`src/hw/rtl/les_pkg.sv`:
```
// les_pkg: shared types and constants for the led effect sequencer
// no dependencies; imported by les_if, les_step and led_effect_sequencer

package les_pkg;

  localparam int MAX_LEDS = 8;

  localparam int FX_W    = 3;
  localparam int DUR_W   = 16;
  localparam int PHASE_W = 8;
  localparam int MASK_W  = 8;
  localparam int GSIZE_W = 4;

  typedef enum logic [FX_W-1:0] {
    FX_OFF        = 3'd0,
    FX_ON         = 3'd1,
    FX_BLINK      = 3'd2,
    FX_BLINK_FAST = 3'd3,
    FX_FLASH      = 3'd4,
    FX_FLASH_LONG = 3'd5,
    FX_SCAN_LOOP  = 3'd6,
    FX_SCAN_ONCE  = 3'd7
  } fx_t;

  typedef struct packed {
    fx_t                effect;
    logic [DUR_W-1:0]   step_len;
    logic [DUR_W-1:0]   tick;
    logic [PHASE_W-1:0] phase;
  } les_state_t;

endpackage

```
`src/hw/rtl/les_if.sv`:
```
// les_in_if, les_out_if: valid/ready channels of the led effect sequencer
// depends on les_pkg for field widths

interface les_in_if;
  import les_pkg::*;
  logic                 valid;
  logic                 ready;
  logic                 mode;
  logic [FX_W-1:0]      effect;
  logic [DUR_W-1:0]     duration;

  modport source (output valid, mode, effect, duration, input ready);
  modport sink   (input valid, mode, effect, duration, output ready);
endinterface

interface les_out_if;
  import les_pkg::*;
  logic                 valid;
  logic                 ready;
  logic [MASK_W-1:0]    led_mask;
  logic [FX_W-1:0]      effect_now;

  modport source (output valid, led_mask, effect_now, input ready);
  modport sink   (input valid, led_mask, effect_now, output ready);
endinterface

```
`src/hw/rtl/led_effect_sequencer.sv`:
```
// led_effect_sequencer: top level, input register, effect state, result register
// depends on les_pkg, les_in_if/les_out_if and les_step
//
//  port       dir   handshake      carries
//  in_chan    in    valid/ready    mode, effect, duration
//  out_chan   out   valid/ready    led_mask, effect_now
//  cfg_*      in    write enable   group_size (4 bits)
//
// one word per cycle unless an output stall holds the flow; a tick word's result passes the
// input register, then the result register, before it is valid; a command word gives none
// the throughput is set by the single pass through les_step between the two registers
// reset (rst_n low, synchronous) clears both registers, sets effect off, step 255,
// group size 1; an output stall holds the result and backs up into in_chan.ready

module led_effect_sequencer
  import les_pkg::*;
(
  input  logic                clk,
  input  logic                rst_n,
  les_in_if.sink              in_chan,
  les_out_if.source           out_chan,
  input  logic                cfg_we,
  input  logic [GSIZE_W-1:0]  cfg_data
);

  logic                 in_vld_r;
  logic                 in_mode_r;
  logic [FX_W-1:0]      in_fx_r;
  logic [DUR_W-1:0]     in_dur_r;

  logic                 out_vld_r;
  logic [MASK_W-1:0]    out_mask_r;
  logic [FX_W-1:0]      out_fx_r;

  logic [GSIZE_W-1:0]   grp_size_r;
  les_state_t           st_r;
  les_state_t           st_tick;
  logic [MASK_W-1:0]    tick_mask;

  logic                 out_free;
  logic                 proc_fire;
  logic                 in_take;

  les_step u_step (
    .st       (st_r),
    .grp_size (grp_size_r),
    .st_nxt   (st_tick),
    .led_mask (tick_mask)
  );

  // commands need no output slot, ticks need the result register free
  assign out_free  = !out_vld_r || out_chan.ready;
  assign proc_fire = in_vld_r && (in_mode_r || out_free);
  assign in_take   = !in_vld_r || proc_fire;

  assign in_chan.ready       = in_take;
  assign out_chan.valid      = out_vld_r;
  assign out_chan.led_mask   = out_mask_r;
  assign out_chan.effect_now = out_fx_r;

  always_ff @(posedge clk) begin
    if (!rst_n) begin
      in_vld_r    <= 1'b0;
      out_vld_r   <= 1'b0;
      grp_size_r  <= GSIZE_W'(1);
      st_r.effect   <= FX_OFF;
      st_r.step_len <= DUR_W'(255);
      st_r.tick     <= '0;
      st_r.phase    <= '0;
    end else begin
      if (cfg_we) begin
        grp_size_r <= cfg_data;
      end

      if (in_take) begin
        in_vld_r <= in_chan.valid;
      end

      if (proc_fire && !in_mode_r) begin
        out_vld_r <= 1'b1;
      end else if (out_chan.ready) begin
        out_vld_r <= 1'b0;
      end

      if (proc_fire) begin
        if (in_mode_r) begin
          st_r.effect   <= fx_t'(in_fx_r);
          st_r.step_len <= in_dur_r;
          st_r.tick     <= '0;
          st_r.phase    <= '0;
        end else begin
          st_r <= st_tick;
        end
      end
    end
  end

  // payload registers
  always_ff @(posedge clk) begin
    if (in_take && in_chan.valid) begin
      in_mode_r <= in_chan.mode;
      in_fx_r   <= in_chan.effect;
      in_dur_r  <= in_chan.duration;
    end
    if (proc_fire && !in_mode_r) begin
      out_mask_r <= tick_mask;
      out_fx_r   <= st_tick.effect;
    end
  end

  a_rise_from_tick: assert property (@(posedge clk) disable iff (!rst_n)
    $rose(out_vld_r) |-> $past(proc_fire && !in_mode_r))
    else $error("result appeared without a tick word");

  a_cmd_no_result: assert property (@(posedge clk) disable iff (!rst_n)
    (proc_fire && in_mode_r && out_vld_r && !out_chan.ready) |=> out_vld_r && $stable(out_mask_r))
    else $error("command word disturbed a pending result");

  a_tick_bound: assert property (@(posedge clk) disable iff (!rst_n)
    (st_r.step_len >= DUR_W'(2)) |-> (st_r.tick < st_r.step_len))
    else $error("tick counter ran past the step length");

  a_flash_ends: assert property (@(posedge clk) disable iff (!rst_n)
    (proc_fire && !in_mode_r && (st_r.effect == FX_FLASH || st_r.effect == FX_FLASH_LONG)
     && st_tick.tick == '0) |=> (out_fx_r == FX_OFF))
    else $error("flash did not turn off at step end");

  a_ready_when_empty: assert property (@(posedge clk) disable iff (!rst_n)
    !in_vld_r |-> in_chan.ready)
    else $error("input stalled with an empty input register");

endmodule

```
`src/hw/rtl/les_step.sv`:
```
// les_step: one tick of the effect engine, led mask and next state
// combinational; depends on les_pkg

module les_step
  import les_pkg::*;
(
  input  les_state_t          st,
  input  logic [GSIZE_W-1:0]  grp_size,
  output les_state_t          st_nxt,
  output logic [MASK_W-1:0]   led_mask
);

  logic [PHASE_W-1:0] n_leds;
  logic [PHASE_W-1:0] gs_ext;
  logic [PHASE_W-1:0] sweep_end;
  logic [PHASE_W-1:0] scan_pos;
  logic [PHASE_W-1:0] phase_base;
  logic [MASK_W-1:0]  all_mask;
  logic [MASK_W-1:0]  scan_mask;
  logic               step_end;
  logic               at_sweep_end;

  // clamp group size into 1..MAX_LEDS
  assign gs_ext = PHASE_W'(grp_size);
  always_comb begin
    if (gs_ext == '0) begin
      n_leds = PHASE_W'(1);
    end else if (gs_ext > PHASE_W'(MAX_LEDS)) begin
      n_leds = PHASE_W'(MAX_LEDS);
    end else begin
      n_leds = gs_ext;
    end
  end

  assign step_end = (st.step_len <= DUR_W'(1)) || (st.tick >= st.step_len - DUR_W'(1));

  assign sweep_end    = (n_leds << 1) - PHASE_W'(2);
  assign at_sweep_end = st.phase >= sweep_end;

  always_comb begin
    if (st.phase < n_leds) begin
      scan_pos = st.phase;
    end else if (st.phase <= sweep_end) begin
      scan_pos = sweep_end - st.phase;
    end else begin
      scan_pos = '0;
    end
  end

  always_comb begin
    for (int i = 0; i < MASK_W; i++) begin
      all_mask[i]  = PHASE_W'(i) < n_leds;
      scan_mask[i] = scan_pos == PHASE_W'(i);
    end
  end

  always_comb begin
    st_nxt     = st;
    led_mask   = '0;
    phase_base = st.phase;
    unique case (st.effect)
      FX_OFF: begin
        led_mask = '0;
      end
      FX_ON: begin
        led_mask = all_mask;
      end
      FX_BLINK, FX_BLINK_FAST: begin
        led_mask = st.phase[0] ? '0 : all_mask;
      end
      FX_FLASH, FX_FLASH_LONG: begin
        led_mask = all_mask;
        if (step_end) begin
          st_nxt.effect = FX_OFF;
        end
      end
      FX_SCAN_LOOP: begin
        led_mask = scan_mask;
        if (step_end && at_sweep_end) begin
          phase_base = '0;
        end
      end
      FX_SCAN_ONCE: begin
        led_mask = scan_mask;
        if (step_end && at_sweep_end) begin
          st_nxt.effect = FX_OFF;
        end
      end
      default: begin
        led_mask = '0;
      end
    endcase

    if (step_end) begin
      st_nxt.tick  = '0;
      st_nxt.phase = phase_base + PHASE_W'(1);
    end else begin
      st_nxt.tick  = st.tick + DUR_W'(1);
    end
  end

endmodule
```
`src/flat_wrapper.sv`:
```
// flat-port wrapper written by rule: the top's interface ports become plain ports
module led_effect_sequencer_flat import les_pkg::*;
  (clk, rst_n, cfg_we, cfg_data, in_chan_valid, in_chan_mode, in_chan_effect, in_chan_duration, in_chan_ready, out_chan_valid, out_chan_led_mask, out_chan_effect_now, out_chan_ready);
  les_in_if in_chan_i ();
  les_out_if out_chan_i ();
  input  logic clk;
  input  logic rst_n;
  input  logic cfg_we;
  input  logic [GSIZE_W-1:0] cfg_data;
  input wire logic [$bits(in_chan_i.valid)-1:0] in_chan_valid;
  input wire logic [$bits(in_chan_i.mode)-1:0] in_chan_mode;
  input wire logic [$bits(in_chan_i.effect)-1:0] in_chan_effect;
  input wire logic [$bits(in_chan_i.duration)-1:0] in_chan_duration;
  output wire logic [$bits(in_chan_i.ready)-1:0] in_chan_ready;
  output wire logic [$bits(out_chan_i.valid)-1:0] out_chan_valid;
  output wire logic [$bits(out_chan_i.led_mask)-1:0] out_chan_led_mask;
  output wire logic [$bits(out_chan_i.effect_now)-1:0] out_chan_effect_now;
  input wire logic [$bits(out_chan_i.ready)-1:0] out_chan_ready;
  assign in_chan_i.valid = in_chan_valid;
  assign in_chan_i.mode = in_chan_mode;
  assign in_chan_i.effect = in_chan_effect;
  assign in_chan_i.duration = in_chan_duration;
  assign in_chan_ready = in_chan_i.ready;
  assign out_chan_valid = out_chan_i.valid;
  assign out_chan_led_mask = out_chan_i.led_mask;
  assign out_chan_effect_now = out_chan_i.effect_now;
  assign out_chan_i.ready = out_chan_ready;
  led_effect_sequencer u_core (.clk(clk), .rst_n(rst_n), .in_chan(in_chan_i), .out_chan(out_chan_i), .cfg_we(cfg_we), .cfg_data(cfg_data));
endmodule
```
`config.mk`:
```
export PLATFORM = sky130hd
export DESIGN_NAME = led_effect_sequencer_flat
export DESIGN_NICKNAME = d
export VERILOG_FILES = /design/src/hw/rtl/les_pkg.sv /design/src/hw/rtl/les_if.sv /design/src/hw/rtl/led_effect_sequencer.sv /design/src/hw/rtl/les_step.sv /design/src/flat_wrapper.sv
export SDC_FILE = /design/constraint.sdc
export NUM_CORES = 1
export LEC_CHECK = 0
export ABC_AREA = 1
export BUFFER_PORTS_ARGS = -buffer_cell sky130_fd_sc_hd__buf_2
export CORE_ASPECT_RATIO = 0.75
export CORE_MARGIN = 2
export CORE_UTILIZATION = 54
export CTS_CLUSTER_DIAMETER = 120
export DETAILED_ROUTE_END_ITERATION = 16
export PLACE_DENSITY = 0.79
export SYNTH_ARGS = -nofsm -noshare
export SYNTH_HDL_FRONTEND = slang
export SYNTH_SLANG_ARGS = --single-unit
```
`constraint.sdc`:
```
create_clock -name clk -period 3 [get_ports clk]
set_input_delay 0 -clock clk [delete_from_list [all_inputs] [get_ports clk]]
set_output_delay 0 -clock clk [all_outputs]
set_load 0.02 [all_outputs]
```
==> impl_metrics.py, run 1 <==
metrics = {
    "placement": {
        "place.gp.congestion": 0.9519,
        "numPortBuffers": 41,
        "hpwl_um": 7848,
        "dpl_cell_area_um2": 5134,
    },
    "synthesis": {
        "yosys.area.top_type": "dfxtp_1",
        "synth_top_family_by_area": "simple AND/OR/NAND/NOR gates",
        "synthTopCellsByArea": "dfxtp_1 (21%), edfxtp_1 (20%), nand2_1 (9.5%), ha_1 (9.1%), inv_1 (5.3%)",
        "synth_compound_area_share_pct": 10.82,
        "ys_ff_latch": 80,
        "synthSimpleGateAreaFrac_pct": 27.18,
        "yosysWarnings": 0,
        "synth_ff_type": "dfxtp_1",
        "syn-cell-area_um2": 4682,
        "syn_inst": 576,
        "synthArstFlopShare_pct": 0,
        "synthMuxAreaShare_pct": 0,
        "synth_top_area_share_pct": 20.95,
        "synth_cell_types": 46,
        "synth_edf_count": 31,
        "synth_fa_ha_area_share_pct": 9.514,
        "ys_seq_area_share_pct": 40.83,
        "syn_avg_cell_area_um2": 8.128,
        "synth-xor-area-share_pct": 4.490,
    },
    "timing": {
        "slew_headroom_pct": 58.66,
        "setup_ws_ns": -0.07881,
        "hold_violations": 0,
        "slew_violations": 0,
        "worst_slew_pin_slew_ns": 0.6195,
        "period_share_pct": 102.6,
        "fmax_mhz": 324.8,
        "setup_viol": 8,
        "skew_ns": 0.01065,
        "rsz0062_at_grt": "true",
        "fin_tns_setup_ns": -0.2754,
        "period_needed_ns": 3.079,
    },
    "final_layout": {
        "stdcell_area_um2": 6183,
        "fin_util_pct": 73.14,
        "layout_common_cells": "nand2_1 (110), inv_1 (60), dfxtp_1 (47)",
        "final_common_cell": "nand2_1",
        "drive_above_1_share_pct": 28.61,
        "nNetsFinal": 744,
        "syn_to_final_growth_pct": 32.07,
        "n_antenna_cell": 0,
    },
    "critical_path": {
        "startpoint": "u_core.st_r[25]$_SDFFE_PN1P_",
        "worstPathMaxFanout": 5,
        "arrival_ns": 3.31,
        "r2r-start": "u_core.st_r[25]$_SDFFE_PN1P_",
        "end_kind": "flop",
        "path_class": "flop to flop",
        "cp.required_ns": 3.24,
        "start_kind": "flop",
    },
    "drt": {
        "ant_nets": 0,
        "dr.pass1.iters": 5,
        "vias": 4447,
        "wl_um": 13080,
        "first_iter_violations": 337,
        "wl_per_cell_um": 16.50,
        "drcViolationCount": 0,
        "via_per_inst": 5.608,
    },
    "clocking": {
        "clock_path_buffers": 2,
        "cts_root_buf": "clkbuf_16",
        "clk_pin_slew_ns": 0.07,
        "h-tree-depth": 3,
        "worstSkewPairLatency_ns": 0.35,
        "cts_tree": "done",
        "numCtsBuffers": 9,
        "clock_sinks": 80,
    },
    "global_routing": {
        "first_global_vias": 4363,
        "grt_use_total_pct": 27.39,
        "antenna_found_initial": 0,
        "grt_pass1_wl_um": 20860,
        "overflow": 0,
        "grt_max_degree": 25,
    },
    "worst_hold_path": {
        "hold_path.startpoint": "cfg_we",
        "hp-class": "input pin to flop",
    },
    "power_and_ir_drop": {
        "power.density_nw_per_um2": 451.0,
        "p_total_mw": 2.789,
        "irDropWorstVdd_mv": 0.3975,
        "p_leak_nw": 2.665,
    },
    "run_status": {
        "status": "finished with violations",
        "violations": "setup timing",
    },
    "floorplan": {
        "rows": 29,
        "die_area_um2": 9439,
        "fp.dieW_um": 111.5,
        "core_um2": 8454,
        "io_pins": 42,
        "start_util_pct": 55.38,
        "die_height_um": 84.64,
    },
    "run": {
        "cap_violations": 0,
    },
}
[path summary, 6_finish.rpt]
path / endpoint / slack, ns / cells after the start
worst min register to register: u_core.st_r[26]$_SDFFE_PN1P_ / 0.47 / 2
worst max-delay path: u_core.st_r[4]$_SDFFE_PN0P_ / -0.08 / 24
worst min-delay path: u_core.grp_size_r[1]$_SDFFE_PN0P_ / 0.03 / 3
worst max register to register: u_core.st_r[4]$_SDFFE_PN0P_ / -0.08 / 24
[synth_stat cells (4+ instances only)]
cell / instances
nand2_1: 119
inv_1: 66
nor2_1: 58
dfxtp_1: 49
nand3_1: 40
ha_1: 34
a21oi_1: 32
edfxtp_1: 31
o21ai_0: 23
xor2_1: 13
nand4_1: 11
xnor2_1: 11
inv_2: 9
o21ai_1: 7
clkbuf_1: 6
nand2_2: 6
nor2_2: 6
o21ai_2: 5
o211ai_1: 4
[flip-flops by register name, summed over array words and instances (netlist names)]
name / cells
u_core.grp_size_r: 4
u_core.in_fx_r: 3
u_core.out_chan.valid: 1
u_core.in_mode_r: 1
u_core.out_chan.effect_now: 3
u_core.in_dur_r: 16
u_core.in_vld_r: 1
u_core.st_r: 43
u_core.out_chan.led_mask: 8
[routing by layer]
layer / global-route usage [%] / vias up / part of all wire (%) / wire, um
met4: 12.46 / 0 / 2.7 / 358
met5: 0 / - / 0 / 0
met2: 45.45 / 185 / 49 / 6418
met1: 35.51 / 2109 / 43 / 5592
li1: - / 2119 / - / -
met3: 4.477 / 34 / 5.4 / 711
[cell families after synthesis]
logic type               after synthesis
AND/OR/NAND/NOR                      265
AO/OA/AOI/OAI                         87
buffers and inverters                 84
flip-flops                            80
adder cells (fa/ha/maj)               35
XOR/XNOR                              24
other                                  1
[where the power goes]
group          switching, mW  internal [mW]  total [mW]
Sequential            0.0317           1.17        1.20
Combinational          0.229          0.166       0.394
Clock                  0.512          0.681        1.19
[through the flow]
stage,cells,setup WS [ns],hold slack (ns)
after global routing,793,-0.3061,0.08612
final,793,-0.07881,0.03168
after CTS,778,0.003785,0.001336
after floorplan,579,-0.06836,0.09887
after global placement,732,0.02199,0.1760
after detailed placement,732,-0.1529,0.1781
[critical path, stage by stage (launching register included)]
cell and delay (ns):
dfxtp_1 0.34, inv_2 0.10, ha_2 0.20, nand2_2 0.09, nor2_4 0.13, nand3_2 0.09
nor3_2 0.19, xor2_1 0.16, inv_1 0.07, ha_1 0.30, nand2_1 0.07, a21oi_1 0.04
nor2_1 0.10, nand2_1 0.08, nor2_2 0.14, nand2_4 0.10, nand3_4 0.12, nand2_4 0.07
inv_4 0.07, ha_4 0.15, inv_4 0.04, nor2_2 0.08, nand4_1 0.08, nand3_1 0.10
nand2_1 0.05
[area by class of cell]
| type | instances | area (um^2) |
|---|---|---|
| Multi-Input combinational cell | 415 | 2738 |
| Fill cell | 551 | 2271 |
| Sequential cell | 80 | 1917 |
| Timing Repair Buffer | 99 | 775.7 |
| Inverter | 75 | 296.5 |
| Clock buffer | 11 | 275.3 |
| Tap cell | 108 | 135.1 |
| Clock inverter | 5 | 46.29 |
[repair_timing]
item | in CTS | in global routing
cloned | 0 | 2
gates resized for setup | 8 | 69
endpoints found under the setup margin | 16 | 31
pin swaps | 8 | 18
hold buffers | 29 | 0
setup buffers | 1 | 13
endpoints found under the hold margin | 25 | 0
Note: power is estimated with default switching activity, not from simulation.
==> inputs of run 2 (changes only) <==
- ABC_AREA: 1 -> not set
- PLACE_DENSITY: 0.79 -> 0.8
==> run 2 against run 1 <==
  * The flow still finishes with violations (setup timing)
  * Count of clock-buffer cells in the layout shrank 2
  * Total power down 14%
  * Die area fell by 4.7%
  * Design area down 5.9%
  * Worst setup slack got worse by 0.52 ns
  * Via count fell by 12%
  * Clock skew about the same
  * Combinational power decreased by 8.4%
  * Clock power down 28%
  * Sequential share of layout area rose by 1.9 points
  * Cell count down 11%
  * Critical path type unchanged
  * Largest power group unchanged
==> impl_metrics.py, run 2 <==
metrics = {
    "run_status": {
        "status": "finished with violations",
        "violations": "setup timing",
    },
    "placement": {
        "dp.cells": 650,
        "hpwl_um": 7392,
        "numPortBuffers": 41,
        "place.gp.congestion": 0.8880,
    },
    "critical_path": {
        "critPathTopFamily": "simple AND/OR/NAND/NOR gates",
        "slowest_delay_ns": 0.54,
        "path_class": "flop to flop",
        "rr_endpoint": "u_core.st_r[6]$_SDFFE_PN0P_",
        "cp_cell_sequence": "or4_4 -> or3_4 -> nor3_4 -> xnor2_1 -> ha_1 -> nand4_1 -> nor3_2 -> or4b_4 -> nand4_4 -> a31oi_2 -> ha_2 -> nand3_2 -> or3_1 -> and4_1 -> o21ai_1 -> o31ai_1",
        "worst-path-buf-inv": 0,
        "cp.required_ns": 3.27,
        "r2r-start": "u_core.st_r[33]$_SDFFE_PN0P_",
        "worstPathMaxFanout": 3,
        "end_kind": "flop",
        "ff2ff_setup_slack_ns": -0.59,
        "slowest_stage": "or4_4",
        "r2r_cells": 16,
        "start_kind": "flop",
        "arrival_ns": 3.87,
        "cp_num_cells": 16,
    },
    "synthesis": {
        "yosys.area.top_type": "dfxtp_1",
        "synth.most_common_cell": "nand2_1",
        "synth_top_area_share_pct": 22.03,
        "synthArstFlopShare_pct": 0,
        "ys_seq_area_share_pct": 42.95,
        "syn_inst": 468,
        "synth_cell_types": 63,
        "syn-cell-area_um2": 4452,
        "yosysWarnings": 0,
        "synth_ff_type": "dfxtp_1",
        "synth_edf_count": 31,
        "ys_ff_latch": 80,
        "syn_avg_cell_area_um2": 9.512,
        "synth_common_cells": "nand2_1 (65), dfxtp_1 (49), ha_1 (34)",
        "synthTopCellsByArea": "dfxtp_1 (22%), edfxtp_1 (21%), ha_1 (9.6%), nand2_1 (5.5%), xor2_1 (3.5%)",
    },
    "timing": {
        "worst_slew_pin_slew_ns": 0.8216,
        "fmax_mhz": 278.2,
        "setup_ws_ns": -0.5947,
        "slew_headroom_pct": 45.23,
        "rsz0062_at_grt": "true",
        "skew_ns": 0.01080,
        "period_share_pct": 119.8,
        "period_needed_ns": 3.595,
        "setup_viol": 32,
        "slew_violations": 0,
        "hold_violations": 0,
    },
    "global_routing": {
        "grt_pass1_wl_um": 17760,
        "overflow": 0,
        "grt_max_degree": 32,
        "first_global_vias": 3798,
        "antenna_found_initial": 0,
        "grt_use_total_pct": 25.89,
    },
    "final_layout": {
        "drive_above_1_share_pct": 23.95,
        "nNetsFinal": 656,
        "largest_reg_flops": 43,
        "multi_input_area_um2": 2507,
        "seq_area_um2": 1914,
        "n_antenna_cell": 0,
        "final_common_cell": "nand2_1",
        "layout_common_cells": "nand2_1 (65), buf_4 (50), dfxtp_1 (47)",
        "syn_to_final_growth_pct": 30.66,
        "fin_cells": 702,
        "regMostFlops": "u_core.st_r",
        "nFillCells": 542,
    },
    "drt": {
        "vias": 3926,
        "via_per_inst": 5.593,
        "ant_nets": 0,
        "wl_um": 10880,
        "dr.pass1.iters": 4,
        "drcViolationCount": 0,
        "wl_per_cell_um": 15.50,
        "first_iter_violations": 244,
    },
    "floorplan": {
        "die_area_um2": 8993,
        "start_util_pct": 55.98,
        "rows": 28,
        "die_height_um": 82.63,
        "io_pins": 42,
        "core_um2": 7953,
        "fp.dieW_um": 108.8,
    },
    "clocking": {
        "cts_tree": "done",
        "worstSkewPairLatency_ns": 0.38,
        "clk_pin_slew_ns": 0.10,
        "numCtsBuffers": 9,
        "cts_root_buf": "clkbuf_8",
        "clock_sinks": 80,
        "h-tree-depth": 3,
        "clock_path_buffers": 2,
    },
    "power_and_ir_drop": {
        "p_leak_nw": 2.370,
        "p_total_mw": 2.403,
        "power.density_nw_per_um2": 413.1,
        "irDropWorstVdd_mv": 0.4053,
    },
    "worst_hold_path": {
        "hold_path.startpoint": "cfg_we",
        "hp-class": "input pin to flop",
        "hold_depth": 3,
        "holdPathEnd": "u_core.grp_size_r[1]$_SDFFE_PN0P_",
    },
    "run": {
        "cap_violations": 0,
    },
}
-- run 2: cell count changes in the layout (fill, tap and decap cells not counted), moves of 10 or more --
cell / change
o21ai_0: -13
nand2_1: -45
clkbuf_16: -13
nor2_2: -18
nand2_2: -13
nor2_1: -10
inv_1: -41
nor2b_1: +10
buf_4: +27
nand3_1: -13
-- run 2: kinds of logic after synthesis --
| logic type | Yosys count | share of synthesized area [%] |
|---|---|---|
| simple gates | 184 | 21.05 |
| compound gates | 90 | 14.22 |
| flops | 80 | 42.95 |
| buf+inv | 37 | 3.373 |
| fa+ha+maj | 35 | 10.01 |
| xor+xnor | 33 | 6.492 |
| mux | 8 | 1.827 |
| other cells | 1 | 0.08424 |
-- run 2: report_power, final --
part	switching (mW)	total, mW	internal, mW
registers	0.0219	1.19	1.17
logic	0.181	0.361	0.180
clock network	0.451	0.854	0.403
total	0.654	2.40	1.75
-- run 2: worst max-delay path by stage --
stage	to	from	slack, ns
6_report	u_core.st_r[6]$_SDFFE_PN0P_	u_core.st_r[33]$_SDFFE_PN0P_	-0.59
5_1_grt	u_core.st_r[6]$_SDFFE_PN0P_	u_core.st_r[33]$_SDFFE_PN0P_	-0.76
4_1_cts	u_core.st_r[6]$_SDFFE_PN0P_	u_core.st_r[33]$_SDFFE_PN0P_	-0.56
3_5_place_dp	u_core.st_r[6]$_SDFFE_PN0P_	u_core.st_r[33]$_SDFFE_PN0P_	-0.69
3_3_place_gp	u_core.st_r[6]$_SDFFE_PN0P_	u_core.st_r[33]$_SDFFE_PN0P_	-0.52
2_1_floorplan	u_core.st_r[6]$_SDFFE_PN0P_	u_core.st_r[33]$_SDFFE_PN0P_	-0.68
-- run 2: metrics by stage --
stage	utilization, %	hold slack, ns	instance area [um^2]	setup WS, ns	setup TNS [ns]
after floorplan	-	0.09887	4519	-0.6798	-4.749
after global placement	64.60	0.1759	5137	-0.5173	-10.13
after detailed placement	64.60	0.1781	5137	-0.6939	-15.12
after CTS	72.91	0.01139	5798	-0.5594	-13.12
after global routing	73.14	0.02325	5817	-0.7640	-19.10
final	73.14	0.01449	5817	-0.5947	-14.76
-- run 2: tightest hold or removal path: cells and delay by family --
family / cells / cell delay (ns)
multiplexers: 1 / 0.09
AND/OR/NAND/NOR: 1 / 0.11
buffers and inverters: 1 / 0.14
-- run 2: timing repair --
action                                 in CTS  in global routing
setup endpoints to repair                  32                 38
buffers inserted                            7                  0
endpoints found under the hold margin      26                  0
hold buffers                               28                  0
gates cloned                                1                  0
pin swaps                                   3                  3
gates resized for setup                    16                  5
-- run 2: final cells by class --
class	count	share of cell area, %
clock inverters	7	1.463
repair buffers	127	16.84
clock buffers	9	2.129
inverters	20	1.291
multi-input cells	354	43.11
well taps	105	2.259
flip-flops and latches	80	32.91
-- run 2: per-layer routing --
layer	GRT usage, %	vias up	routed length, um
li1	-	1933	-
met1	33.25	1820	4910
met2	43.63	152	5086
met3	5.808	21	705
met4	8.718	0	176
met5	0	-	0
